`config.mk`:
```
export PLATFORM = sky130hd
export DESIGN_NAME = mips_subset_decode_execute
export DESIGN_NICKNAME = d
export VERILOG_FILES = /design/src/hw/rtl/msde_pkg.sv /design/src/hw/rtl/msde_decode.sv /design/src/hw/rtl/msde_execute.sv /design/src/hw/rtl/mips_subset_decode_execute.sv
export SDC_FILE = /design/constraint.sdc
export NUM_CORES = 1
export LEC_CHECK = 0
export BUFFER_PORTS_ARGS = -buffer_cell sky130_fd_sc_hd__buf_2
export CORE_ASPECT_RATIO = 1.5
export CORE_MARGIN = 4
export CORE_UTILIZATION = 60
export DETAILED_ROUTE_END_ITERATION = 7
export PLACE_DENSITY = 0.81
export SYNTH_ARGS = -nofsm -noshare
export SYNTH_HDL_FRONTEND = slang
export SYNTH_SLANG_ARGS = --single-unit
```
`constraint.sdc`:
```
create_clock -name clk -period 14.7 [get_ports clk]
set_input_delay 1.47 -clock clk [delete_from_list [all_inputs] [get_ports clk]]
set_output_delay 1.47 -clock clk [all_outputs]
set_load 0.02 [all_outputs]
```
`src/hw/rtl/msde_pkg.sv`:
```
`default_nettype none
// ----------------------------------------------------------------------------
// msde_pkg: shared types and constants for the MIPS subset decode/execute
// Opcode and function codes, ALU operation codes and the decoded control word.
// ----------------------------------------------------------------------------
package msde_pkg;

    // Primary opcodes
    localparam logic [5:0] OP_SPECIAL = 6'h00;
    localparam logic [5:0] OP_J       = 6'h02;
    localparam logic [5:0] OP_JAL     = 6'h03;
    localparam logic [5:0] OP_BEQ     = 6'h04;
    localparam logic [5:0] OP_BNE     = 6'h05;
    localparam logic [5:0] OP_ADDIU   = 6'h09;
    localparam logic [5:0] OP_SLTIU   = 6'h0b;
    localparam logic [5:0] OP_ANDI    = 6'h0c;
    localparam logic [5:0] OP_ORI     = 6'h0d;
    localparam logic [5:0] OP_LUI     = 6'h0f;
    localparam logic [5:0] OP_LW      = 6'h23;
    localparam logic [5:0] OP_SW      = 6'h2b;

    // Function codes of the SPECIAL opcode
    localparam logic [5:0] FN_SLL  = 6'h00;
    localparam logic [5:0] FN_SRL  = 6'h02;
    localparam logic [5:0] FN_JR   = 6'h08;
    localparam logic [5:0] FN_ADDU = 6'h21;
    localparam logic [5:0] FN_SUBU = 6'h23;
    localparam logic [5:0] FN_AND  = 6'h24;
    localparam logic [5:0] FN_OR   = 6'h25;
    localparam logic [5:0] FN_NOR  = 6'h27;
    localparam logic [5:0] FN_SLTU = 6'h2b;

    localparam logic [31:0] JUMP_REGION_MASK = 32'hf000_0000;
    localparam logic [4:0]  LINK_REG         = 5'd31;
    localparam logic [31:0] PC_STEP          = 32'd4;
    localparam logic [31:0] PC_LINK_STEP     = 32'd8;

    typedef enum logic [3:0] {
        ALU_ZERO,
        ALU_ADD,
        ALU_SUB,
        ALU_AND,
        ALU_OR,
        ALU_NOR,
        ALU_SLTU,
        ALU_SLL,
        ALU_SRL,
        ALU_LUI,
        ALU_LINK
    } alu_op_t;

    typedef enum logic [1:0] {
        OPB_RT,
        OPB_SEXT,
        OPB_ZEXT
    } opb_sel_t;

    typedef struct packed {
        alu_op_t    alu_op;
        opb_sel_t   opb_sel;
        logic [4:0] dest_reg;
        logic       reg_write;
        logic       mem_read;
        logic       mem_write;
        logic       jump;
        logic       jump_reg;
        logic       branch_eq;
        logic       branch_ne;
        logic       illegal;
    } ctrl_t;

endpackage
`default_nettype wire

```
`src/hw/rtl/msde_decode.sv`:
```
`default_nettype none
// ----------------------------------------------------------------------------
// msde_decode: instruction decoder
// Map one instruction word onto the control word used by the execute logic.
// ----------------------------------------------------------------------------
module msde_decode (
    input  wire logic [31:0]    instr_word,
    output msde_pkg::ctrl_t     ctrl
);
    import msde_pkg::*;

    logic [5:0] opcode;
    logic [5:0] funct;
    logic [4:0] rt_field;
    logic [4:0] rd_field;

    assign opcode   = instr_word[31:26];
    assign funct    = instr_word[5:0];
    assign rt_field = instr_word[20:16];
    assign rd_field = instr_word[15:11];

    always_comb
    begin
        ctrl = '{alu_op: ALU_ZERO, opb_sel: OPB_RT, dest_reg: '0, reg_write: 1'b0,
                 mem_read: 1'b0, mem_write: 1'b0, jump: 1'b0, jump_reg: 1'b0,
                 branch_eq: 1'b0, branch_ne: 1'b0, illegal: 1'b0};
        case (opcode)
            OP_SPECIAL:
            begin
                ctrl.reg_write = 1'b1;
                ctrl.dest_reg  = rd_field;
                case (funct)
                    FN_ADDU: ctrl.alu_op = ALU_ADD;
                    FN_SUBU: ctrl.alu_op = ALU_SUB;
                    FN_AND:  ctrl.alu_op = ALU_AND;
                    FN_OR:   ctrl.alu_op = ALU_OR;
                    FN_NOR:  ctrl.alu_op = ALU_NOR;
                    FN_SLTU: ctrl.alu_op = ALU_SLTU;
                    FN_SLL:  ctrl.alu_op = ALU_SLL;
                    FN_SRL:  ctrl.alu_op = ALU_SRL;
                    FN_JR:
                    begin
                        ctrl.reg_write = 1'b0;
                        ctrl.dest_reg  = '0;
                        ctrl.jump_reg  = 1'b1;
                    end
                    default:
                    begin
                        ctrl.reg_write = 1'b0;
                        ctrl.dest_reg  = '0;
                        ctrl.illegal   = 1'b1;
                    end
                endcase
            end
            OP_J:
            begin
                ctrl.jump = 1'b1;
            end
            OP_JAL:
            begin
                ctrl.jump      = 1'b1;
                ctrl.reg_write = 1'b1;
                ctrl.dest_reg  = LINK_REG;
                ctrl.alu_op    = ALU_LINK;
            end
            OP_ADDIU, OP_SLTIU, OP_ANDI, OP_ORI, OP_LUI, OP_LW:
            begin
                ctrl.reg_write = 1'b1;
                ctrl.dest_reg  = rt_field;
                ctrl.opb_sel   = OPB_SEXT;
                case (opcode)
                    OP_SLTIU: ctrl.alu_op = ALU_SLTU;
                    OP_ANDI:
                    begin
                        ctrl.alu_op  = ALU_AND;
                        ctrl.opb_sel = OPB_ZEXT;
                    end
                    OP_ORI:
                    begin
                        ctrl.alu_op  = ALU_OR;
                        ctrl.opb_sel = OPB_ZEXT;
                    end
                    OP_LUI:   ctrl.alu_op = ALU_LUI;
                    OP_LW:
                    begin
                        ctrl.alu_op   = ALU_ADD;
                        ctrl.mem_read = 1'b1;
                    end
                    default:  ctrl.alu_op = ALU_ADD;
                endcase
            end
            OP_SW:
            begin
                ctrl.alu_op    = ALU_ADD;
                ctrl.opb_sel   = OPB_SEXT;
                ctrl.mem_write = 1'b1;
            end
            OP_BEQ:
            begin
                ctrl.alu_op    = ALU_SUB;
                ctrl.branch_eq = 1'b1;
            end
            OP_BNE:
            begin
                ctrl.alu_op    = ALU_SUB;
                ctrl.branch_ne = 1'b1;
            end
            default:
            begin
                ctrl.illegal = 1'b1;
            end
        endcase
    end

endmodule
`default_nettype wire

```
`src/hw/rtl/msde_execute.sv`:
```
`default_nettype none
// ----------------------------------------------------------------------------
// msde_execute: ALU and next-PC logic
// Compute the ALU value, store data and PC redirect of one decoded instruction.
// ----------------------------------------------------------------------------
module msde_execute (
    input  wire msde_pkg::ctrl_t ctrl,
    input  wire logic [31:0]     instr_word,
    input  wire logic [31:0]     instr_pc,
    input  wire logic [31:0]     rs_value,
    input  wire logic [31:0]     rt_value,
    output logic [31:0]          alu_result,
    output logic [31:0]          store_data,
    output logic                 redirect,
    output logic [31:0]          redirect_target
);
    import msde_pkg::*;

    logic [15:0] imm;
    logic [31:0] simm;
    logic [31:0] opb;
    logic [4:0]  shamt;
    logic [31:0] pc_plus4;
    logic [31:0] jump_target;
    logic [31:0] branch_target;
    logic        result_zero;
    logic        branch_taken;

    assign imm      = instr_word[15:0];
    assign simm     = {{16{imm[15]}}, imm};
    assign shamt    = instr_word[10:6];
    assign pc_plus4 = instr_pc + PC_STEP;

    always_comb
    begin
        case (ctrl.opb_sel)
            OPB_SEXT: opb = simm;
            OPB_ZEXT: opb = {16'h0000, imm};
            default:  opb = rt_value;
        endcase
    end

    always_comb
    begin
        case (ctrl.alu_op)
            ALU_ADD:  alu_result = rs_value + opb;
            ALU_SUB:  alu_result = rs_value - opb;
            ALU_AND:  alu_result = rs_value & opb;
            ALU_OR:   alu_result = rs_value | opb;
            ALU_NOR:  alu_result = ~(rs_value | opb);
            ALU_SLTU: alu_result = {31'd0, (rs_value < opb)};
            ALU_SLL:  alu_result = rt_value << shamt;
            ALU_SRL:  alu_result = rt_value >> shamt;
            ALU_LUI:  alu_result = {imm, 16'h0000};
            ALU_LINK: alu_result = instr_pc + PC_LINK_STEP;
            default:  alu_result = '0;
        endcase
    end

    assign result_zero   = (alu_result == 32'd0);
    assign branch_taken  = (ctrl.branch_eq & result_zero) | (ctrl.branch_ne & ~result_zero);
    assign jump_target   = (pc_plus4 & JUMP_REGION_MASK) | {4'h0, instr_word[25:0], 2'b00};
    assign branch_target = pc_plus4 + {simm[29:0], 2'b00};

    assign store_data = ctrl.mem_write ? rt_value : 32'd0;
    assign redirect   = ctrl.jump | ctrl.jump_reg | branch_taken;

    always_comb
    begin
        if (ctrl.jump_reg)
        begin
            redirect_target = rs_value;
        end
        else if (ctrl.jump)
        begin
            redirect_target = jump_target;
        end
        else if (branch_taken)
        begin
            redirect_target = branch_target;
        end
        else
        begin
            redirect_target = '0;
        end
    end

endmodule
`default_nettype wire

```
`src/hw/rtl/mips_subset_decode_execute.sv`:
```
`default_nettype none
// ----------------------------------------------------------------------------
// mips_subset_decode_execute: decode and execute of a MIPS32 integer subset
// Registered input stage, one pass of decode and ALU logic, registered result.
// ----------------------------------------------------------------------------
//
//  channel | valid     | stall     | payload
//  --------+-----------+-----------+--------------------------------------------
//  input   | in_valid  | in_stall  | instr_word, instr_pc, rs_value, rt_value
//  result  | out_valid | out_stall | alu_result, dest_reg, reg_write, mem_read,
//          |           |           | mem_write, store_data, redirect,
//          |           |           | redirect_target, illegal
//
//  One item per cycle sustained while out_stall is low; an accepted item passes
//  the input register, then the result register, before it shows at the result
//  port.
//  The two register stages advance independently: the input stage refills as
//  soon as the result register takes its item, so a full pipe holds two items.
//  in_stall rises only when both stages hold an item and out_stall is high.
//  Reset clears the valid flags only; payload registers are not reset.
//
module mips_subset_decode_execute (
    input  wire logic        clk,
    input  wire logic        rst_n,

    input  wire logic        in_valid,
    output logic             in_stall,
    input  wire logic [31:0] instr_word,
    input  wire logic [31:0] instr_pc,
    input  wire logic [31:0] rs_value,
    input  wire logic [31:0] rt_value,

    output logic             out_valid,
    input  wire logic        out_stall,
    output logic [31:0]      alu_result,
    output logic [4:0]       dest_reg,
    output logic             reg_write,
    output logic             mem_read,
    output logic             mem_write,
    output logic [31:0]      store_data,
    output logic             redirect,
    output logic [31:0]      redirect_target,
    output logic             illegal
);
    import msde_pkg::*;

    // Input stage
    logic        s1_valid_reg;
    logic        s1_valid_next;
    logic [31:0] s1_word_reg;
    logic [31:0] s1_pc_reg;
    logic [31:0] s1_rs_reg;
    logic [31:0] s1_rt_reg;

    // Result stage
    logic        s2_valid_reg;
    logic        s2_valid_next;
    logic [31:0] alu_result_reg;
    logic [4:0]  dest_reg_reg;
    logic        reg_write_reg;
    logic        mem_read_reg;
    logic        mem_write_reg;
    logic [31:0] store_data_reg;
    logic        redirect_reg;
    logic [31:0] redirect_target_reg;
    logic        illegal_reg;

    // Handshake
    logic        s2_load;
    logic        s1_load;
    logic        in_accept;

    // Combinational results of the input stage
    ctrl_t       ctrl;
    logic [31:0] ex_alu_result;
    logic [31:0] ex_store_data;
    logic        ex_redirect;
    logic [31:0] ex_redirect_target;

    // The result register loads when empty or when its item leaves this cycle;
    // the input register loads when empty or when its item moves on.
    assign s2_load   = ~s2_valid_reg | ~out_stall;
    assign s1_load   = ~s1_valid_reg | s2_load;
    assign in_stall  = ~s1_load;
    assign in_accept = in_valid & s1_load;

    assign s1_valid_next = s1_load ? in_valid : s1_valid_reg;
    assign s2_valid_next = s2_load ? s1_valid_reg : s2_valid_reg;

    msde_decode u_decode (
        .instr_word (s1_word_reg),
        .ctrl       (ctrl)
    );

    msde_execute u_execute (
        .ctrl            (ctrl),
        .instr_word      (s1_word_reg),
        .instr_pc        (s1_pc_reg),
        .rs_value        (s1_rs_reg),
        .rt_value        (s1_rt_reg),
        .alu_result      (ex_alu_result),
        .store_data      (ex_store_data),
        .redirect        (ex_redirect),
        .redirect_target (ex_redirect_target)
    );

    always_ff @(posedge clk or negedge rst_n)
    begin
        if (!rst_n)
        begin
            s1_valid_reg <= 1'b0;
            s2_valid_reg <= 1'b0;
        end
        else
        begin
            s1_valid_reg <= s1_valid_next;
            s2_valid_reg <= s2_valid_next;
        end
    end

    // Capture a new item only on acceptance; hold otherwise.
    always_ff @(posedge clk)
    begin
        if (in_accept)
        begin
            s1_word_reg <= instr_word;
            s1_pc_reg   <= instr_pc;
            s1_rs_reg   <= rs_value;
            s1_rt_reg   <= rt_value;
        end
    end

    // Advance the finished item into the result register; hold while stalled.
    always_ff @(posedge clk)
    begin
        if (s2_load && s1_valid_reg)
        begin
            alu_result_reg      <= ex_alu_result;
            dest_reg_reg        <= ctrl.dest_reg;
            reg_write_reg       <= ctrl.reg_write;
            mem_read_reg        <= ctrl.mem_read;
            mem_write_reg       <= ctrl.mem_write;
            store_data_reg      <= ex_store_data;
            redirect_reg        <= ex_redirect;
            redirect_target_reg <= ex_redirect_target;
            illegal_reg         <= ctrl.illegal;
        end
    end

    assign out_valid       = s2_valid_reg;
    assign alu_result      = alu_result_reg;
    assign dest_reg        = dest_reg_reg;
    assign reg_write       = reg_write_reg;
    assign mem_read        = mem_read_reg;
    assign mem_write       = mem_write_reg;
    assign store_data      = store_data_reg;
    assign redirect        = redirect_reg;
    assign redirect_target = redirect_target_reg;
    assign illegal         = illegal_reg;

`ifndef SYNTHESIS
    // An illegal instruction writes, loads, stores and redirects nothing.
    assert property (@(posedge clk) disable iff (!rst_n)
        (out_valid && illegal) |-> (!reg_write && !mem_read && !mem_write && !redirect))
        else $error("illegal instruction produced a side effect");

    // No write-back means no destination register.
    assert property (@(posedge clk) disable iff (!rst_n)
        (out_valid && !reg_write) |-> (dest_reg == 5'd0))
        else $error("dest_reg non-zero without reg_write");

    // A result without redirect carries a zero target.
    assert property (@(posedge clk) disable iff (!rst_n)
        (out_valid && !redirect) |-> (redirect_target == 32'd0))
        else $error("redirect_target non-zero without redirect");

    // Loads and stores are exclusive, and a store does not write back.
    assert property (@(posedge clk) disable iff (!rst_n)
        (out_valid && mem_write) |-> (!mem_read && !reg_write))
        else $error("store combined with load or write-back");

    // The input side stalls only when the whole pipe is full and blocked.
    assert property (@(posedge clk) disable iff (!rst_n)
        in_stall |-> (s1_valid_reg && out_valid && out_stall))
        else $error("input stalled with room in the pipe");
`endif

endmodule
`default_nettype wire

```
==> impl.org <==
** Power and ir drop
- Total power :: roughly 0.0022 W
- Total power divided by cell area :: between 90 and 100 mW/mm2
- The worst-case IR drop observed on VDD is around 0.15 mV.
- Summed over all cells, the static leakage comes to around 9.2 nW.

** Clock network
- TritonCTS built the clock tree.
- After clock tree synthesis, the flow added hold-fix buffers numbering 0.
- CTS max path bufs :: 3
- Once the clock tree was built, the setup fixing pass inserted 0 buffers.
- Maximum level of the CTS H-tree :: 1
- The tree is rooted in a clkbuf_16.
- Total clock buffers created by CTS :: 24
- After clock tree synthesis, the clock-pin slew on the worst setup and hold paths is 0.06 ns.
- CTS saw between 200 and 250 sinks.
- Gates resized during post-CTS repair numbered 0.
- For the worst-skew pair, the clock arrives at the later sink with an insertion delay of between 0.5 and 0.6 ns.

** GRT
- Global-route usage over all layers :: between 40% and 50%
- The number of antenna violations at the first check in global routing came to 4.
- Pin count of the biggest net entering global routing :: 76
- Global-route wire length before repair :: between 100000 and 150000 um
- Summed over all layers, the global routing overflow is 0.
- The via count of the first global-routing pass was between 15000 and 20000.

** Final layout
- From synthesis to final layout, the design area changed by 11.3%.
- Number of nets at the end of the flow :: between 2000 and 3000
- Summing all multi-input logic gate instances after layout gives roughly 0.012 mm2.
- The finished cells cover ~0.023 mm2.
- Fillers :: approximately 2600
- The sequential cells in the finished layout cover a total of roughly 0.007 mm2.
- The post-route netlist has 18.4% of its cells at a drive strength greater than 1.

** Status
- The final reports fail on DRC, capacitance limit, slew limit.
- The run finished, with violations left.

** Worst setup path
- Of all nets on the critical path, the largest fanout is 27.
- Setup slack on the worst reg-to-reg path comes out at between 5 and 6 ns.
- At the worst endpoint, the arrival time is approximately 9.5 ns.
- The endpoint identified for the worst register-to-register timing path is redirect.
- Required time at the worst-slack endpoint :: between 10 and 15 ns
- Sort of element at the start of the critical path :: flip-flop
- Measured in cells, the most critical reg-to-reg path has a length of 25.
- Max incr delay on CP :: between 0.8 and 0.9 ns
- Crit. End Element :: flip-flop
- Crit Path Category :: reg -> reg
- In this run the critical register-to-register path is launched from s1_word_reg[28].
- The largest individual stage delay along the critical path comes from the cell o41ai_1.

** Synthesis
- Net count after synthesis :: 2447
- Post-Synthesis Cells :: 2180
- Most area-consuming cells after synthesis :: edfxtp_1 (35%), ha_1 (8.1%), nor2_1 (4.0%)
- Top cell type's share of synthesized area :: 34.6%
- By instance count, the leading cell after synthesis is edfxtp_1.
- Proportion of register bits with asynchronous set or reset after synthesis :: 0.847%
- Count of unique library cells instantiated by Yosys :: 87
- Number of synthesized flops with an enable pin :: 234
- Counting flops and latches in the post-synthesis netlist gives between 200 and 250.
- Proportion of synthesized chip area in sequential cells :: about a third
- Yosys printed 0 warnings.
- Ranked by instance count, the synthesized netlist is headed by edfxtp_1 (234), nor2_1 (218), nand2_1 (161), a21oi_1 (136), ha_1 (132).
- Post-synth top area cell :: edfxtp_1
- Post-Synthesis Cell Area :: just over 0.02 mm2
- Among all flip-flop cells after synthesis, the most frequent one is edfxtp_1.
- The average instance in the mapped netlist occupies between 9 and 10 um2.

** Floorplanning
- Area of the core region :: about 0.033 mm2
- From left edge to right edge, the die measures between 150 and 200 um.
- The floorplan has slightly above 80 rows.
- The floorplan step defined a die boundary enclosing ~0.037 mm2.
- 240 I/O pins were placed.
- The initial utilization of the core area, before any placement, comes to 60.7%.
- Vertical die dimension :: around 230 um

** Timing
- The smallest clock period supported by the final layout is computed as 9.23 ns.
- Across the routed clock network, the largest skew measured is approximately 0.032 ns.
- Highest clock rate :: around 110 MHz
- Least setup slack across all paths after layout :: 5.47 ns
- On the final layout, the worst hold slack is ~0.52 ns.
- The final critical path takes up about 63% of the cycle.
- Adding up every negative setup slack in the final design gives 0 ns.
- The number of pins exceeding their max-slew limit in the final report is 5.
- Unrepaired setup endpoints after global routing :: false
- At the pin with the least slew margin, the transition time is between 1.5 and 2 ns.
- Total of endpoints with negative setup slack in the final report :: 0
- The worst pin sits at a relative slew slack of -5.35%.
- The number of endpoints with negative hold slack in the final report is 0.

** Placement
- Prior to clock tree synthesis, the placed netlist has a worst setup slack of ~5.9 ns.
- PortBufs :: ~240
- The placed instances occupy a cell area of ~0.022 mm2.
- The congestion estimate from routability-driven global placement came to approximately 1.1.
- The wire-length estimate of the detail-placed layout is between 60000 and 70000 um.

** Routing
- After detailed routing, the average wire length per cell comes to between 30 and 40 um.
- After detailed routing, the total wire length is between 80000 and 90000 um.
- For this run, design rule violations remaining after detail routing come to 16.
- In this run, the number of DRC markers left after iteration 0 of detailed routing was ~3000.
- The routed layout has 20400 vias.
- Number of nets still failing antenna checks after routing :: 0
- Drt via density :: 7.31
- The first detailed-routing pass ran for 8 iterations.

** Min path
- Number of cells traversed by the worst hold path :: 1
- Path class of the lowest-slack min-delay path :: reg -> reg
- In this run the most critical hold path is launched from s1_valid_reg.
- Endpoint of the worst hold path :: out_valid

** Job
- Number of max-cap violations :: 2
-- worst max-delay path: cells and delay by family (launching register included) --
kind / cells / cell delay [ns]
fa+ha+maj: 1 / 0.44
compound gates: 9 / 3.46
xor+xnor: 1 / 0.17
simple gates: 10 / 3.18
buf+inv: 4 / 1.08
flops: 1 / 0.57
-- layer usage --
| layer | GRT usage (%) | up-vias | part of all wire (%) |
|---|---|---|---|
| met4 | 39.9 | 0 | 11 |
| li1 | - | 8570 | - |
| met1 | 52.0 | 9579 | 32 |
| met3 | 9.53 | 496 | 11 |
| met5 | 0 | - | 0 |
| met2 | 74.8 | 1773 | 46 |
-- power breakdown --
part | switching (W) | total [W] | internal (W)
sequential | 0.0000646 | 0.000867 | 0.000802
combinational | 0.000482 | 0.000734 | 0.000252
clock | 0.000278 | 0.000644 | 0.000366
total | 0.000825 | 0.00224 | 0.00142
-- final cells by class --
type	count	share of cell area (%)
multi-input combinational	1697	54.4
sequential	236	31.3
timing repair buffer	271	6.36
clock buffer	29	2.84
tap	420	2.33
inverter	121	2.01
clock inverter	15	0.736
antenna	3	0.0332
-- worst max path at each step --
stage                          startpoint            end  slack [ns]  cells after the start
after floorplan                 out_stall  alu_result[0]        4.82                      1
after global placement    s1_word_reg[28]       redirect        6.03                     25
after detailed placement  s1_word_reg[28]       redirect        5.85                     25
after CTS                 s1_word_reg[28]       redirect        5.80                     25
after global routing      s1_word_reg[28]       redirect        5.16                     25
final                     s1_word_reg[28]       redirect        5.47                     25
-- per-stage QoR --
step | utilization, % | instances
4_1_cts | 67.5 | 2789
5_1_grt | 67.5 | 2789
3_3_place_gp | 65.1 | 2745
6_report | 67.6 | 2792
2_1_floorplan | - | 2180
3_5_place_dp | 65.1 | 2745
-- cell families after synthesis --
kind of cell             Yosys count  share of synthesized area (%)
AND/OR/NAND/NOR                  663                           15.7
adder cells (fa/ha/maj)          135                           8.43
multiplexers                     145                           8.94
flip-flops                       236                           34.9
buffers and inverters            247                           4.79
XOR/XNOR                         121                           5.26
AO/OA/AOI/OAI                    633                           22.0
-- cell usage in the layout (no fill, tap or decap), types with 43 or more instances in the layout --
master and n:
and2_1 43, mux2_2 50, edfxtp_1 234, nand2_1 161, nor2_1 213, o21ai_0 88, xnor2_1 75, a21oi_1 136
ha_1 132, mux2i_1 71, buf_2 239, xor2_1 45, inv_1 119
(Power assumes the default switching activity.)
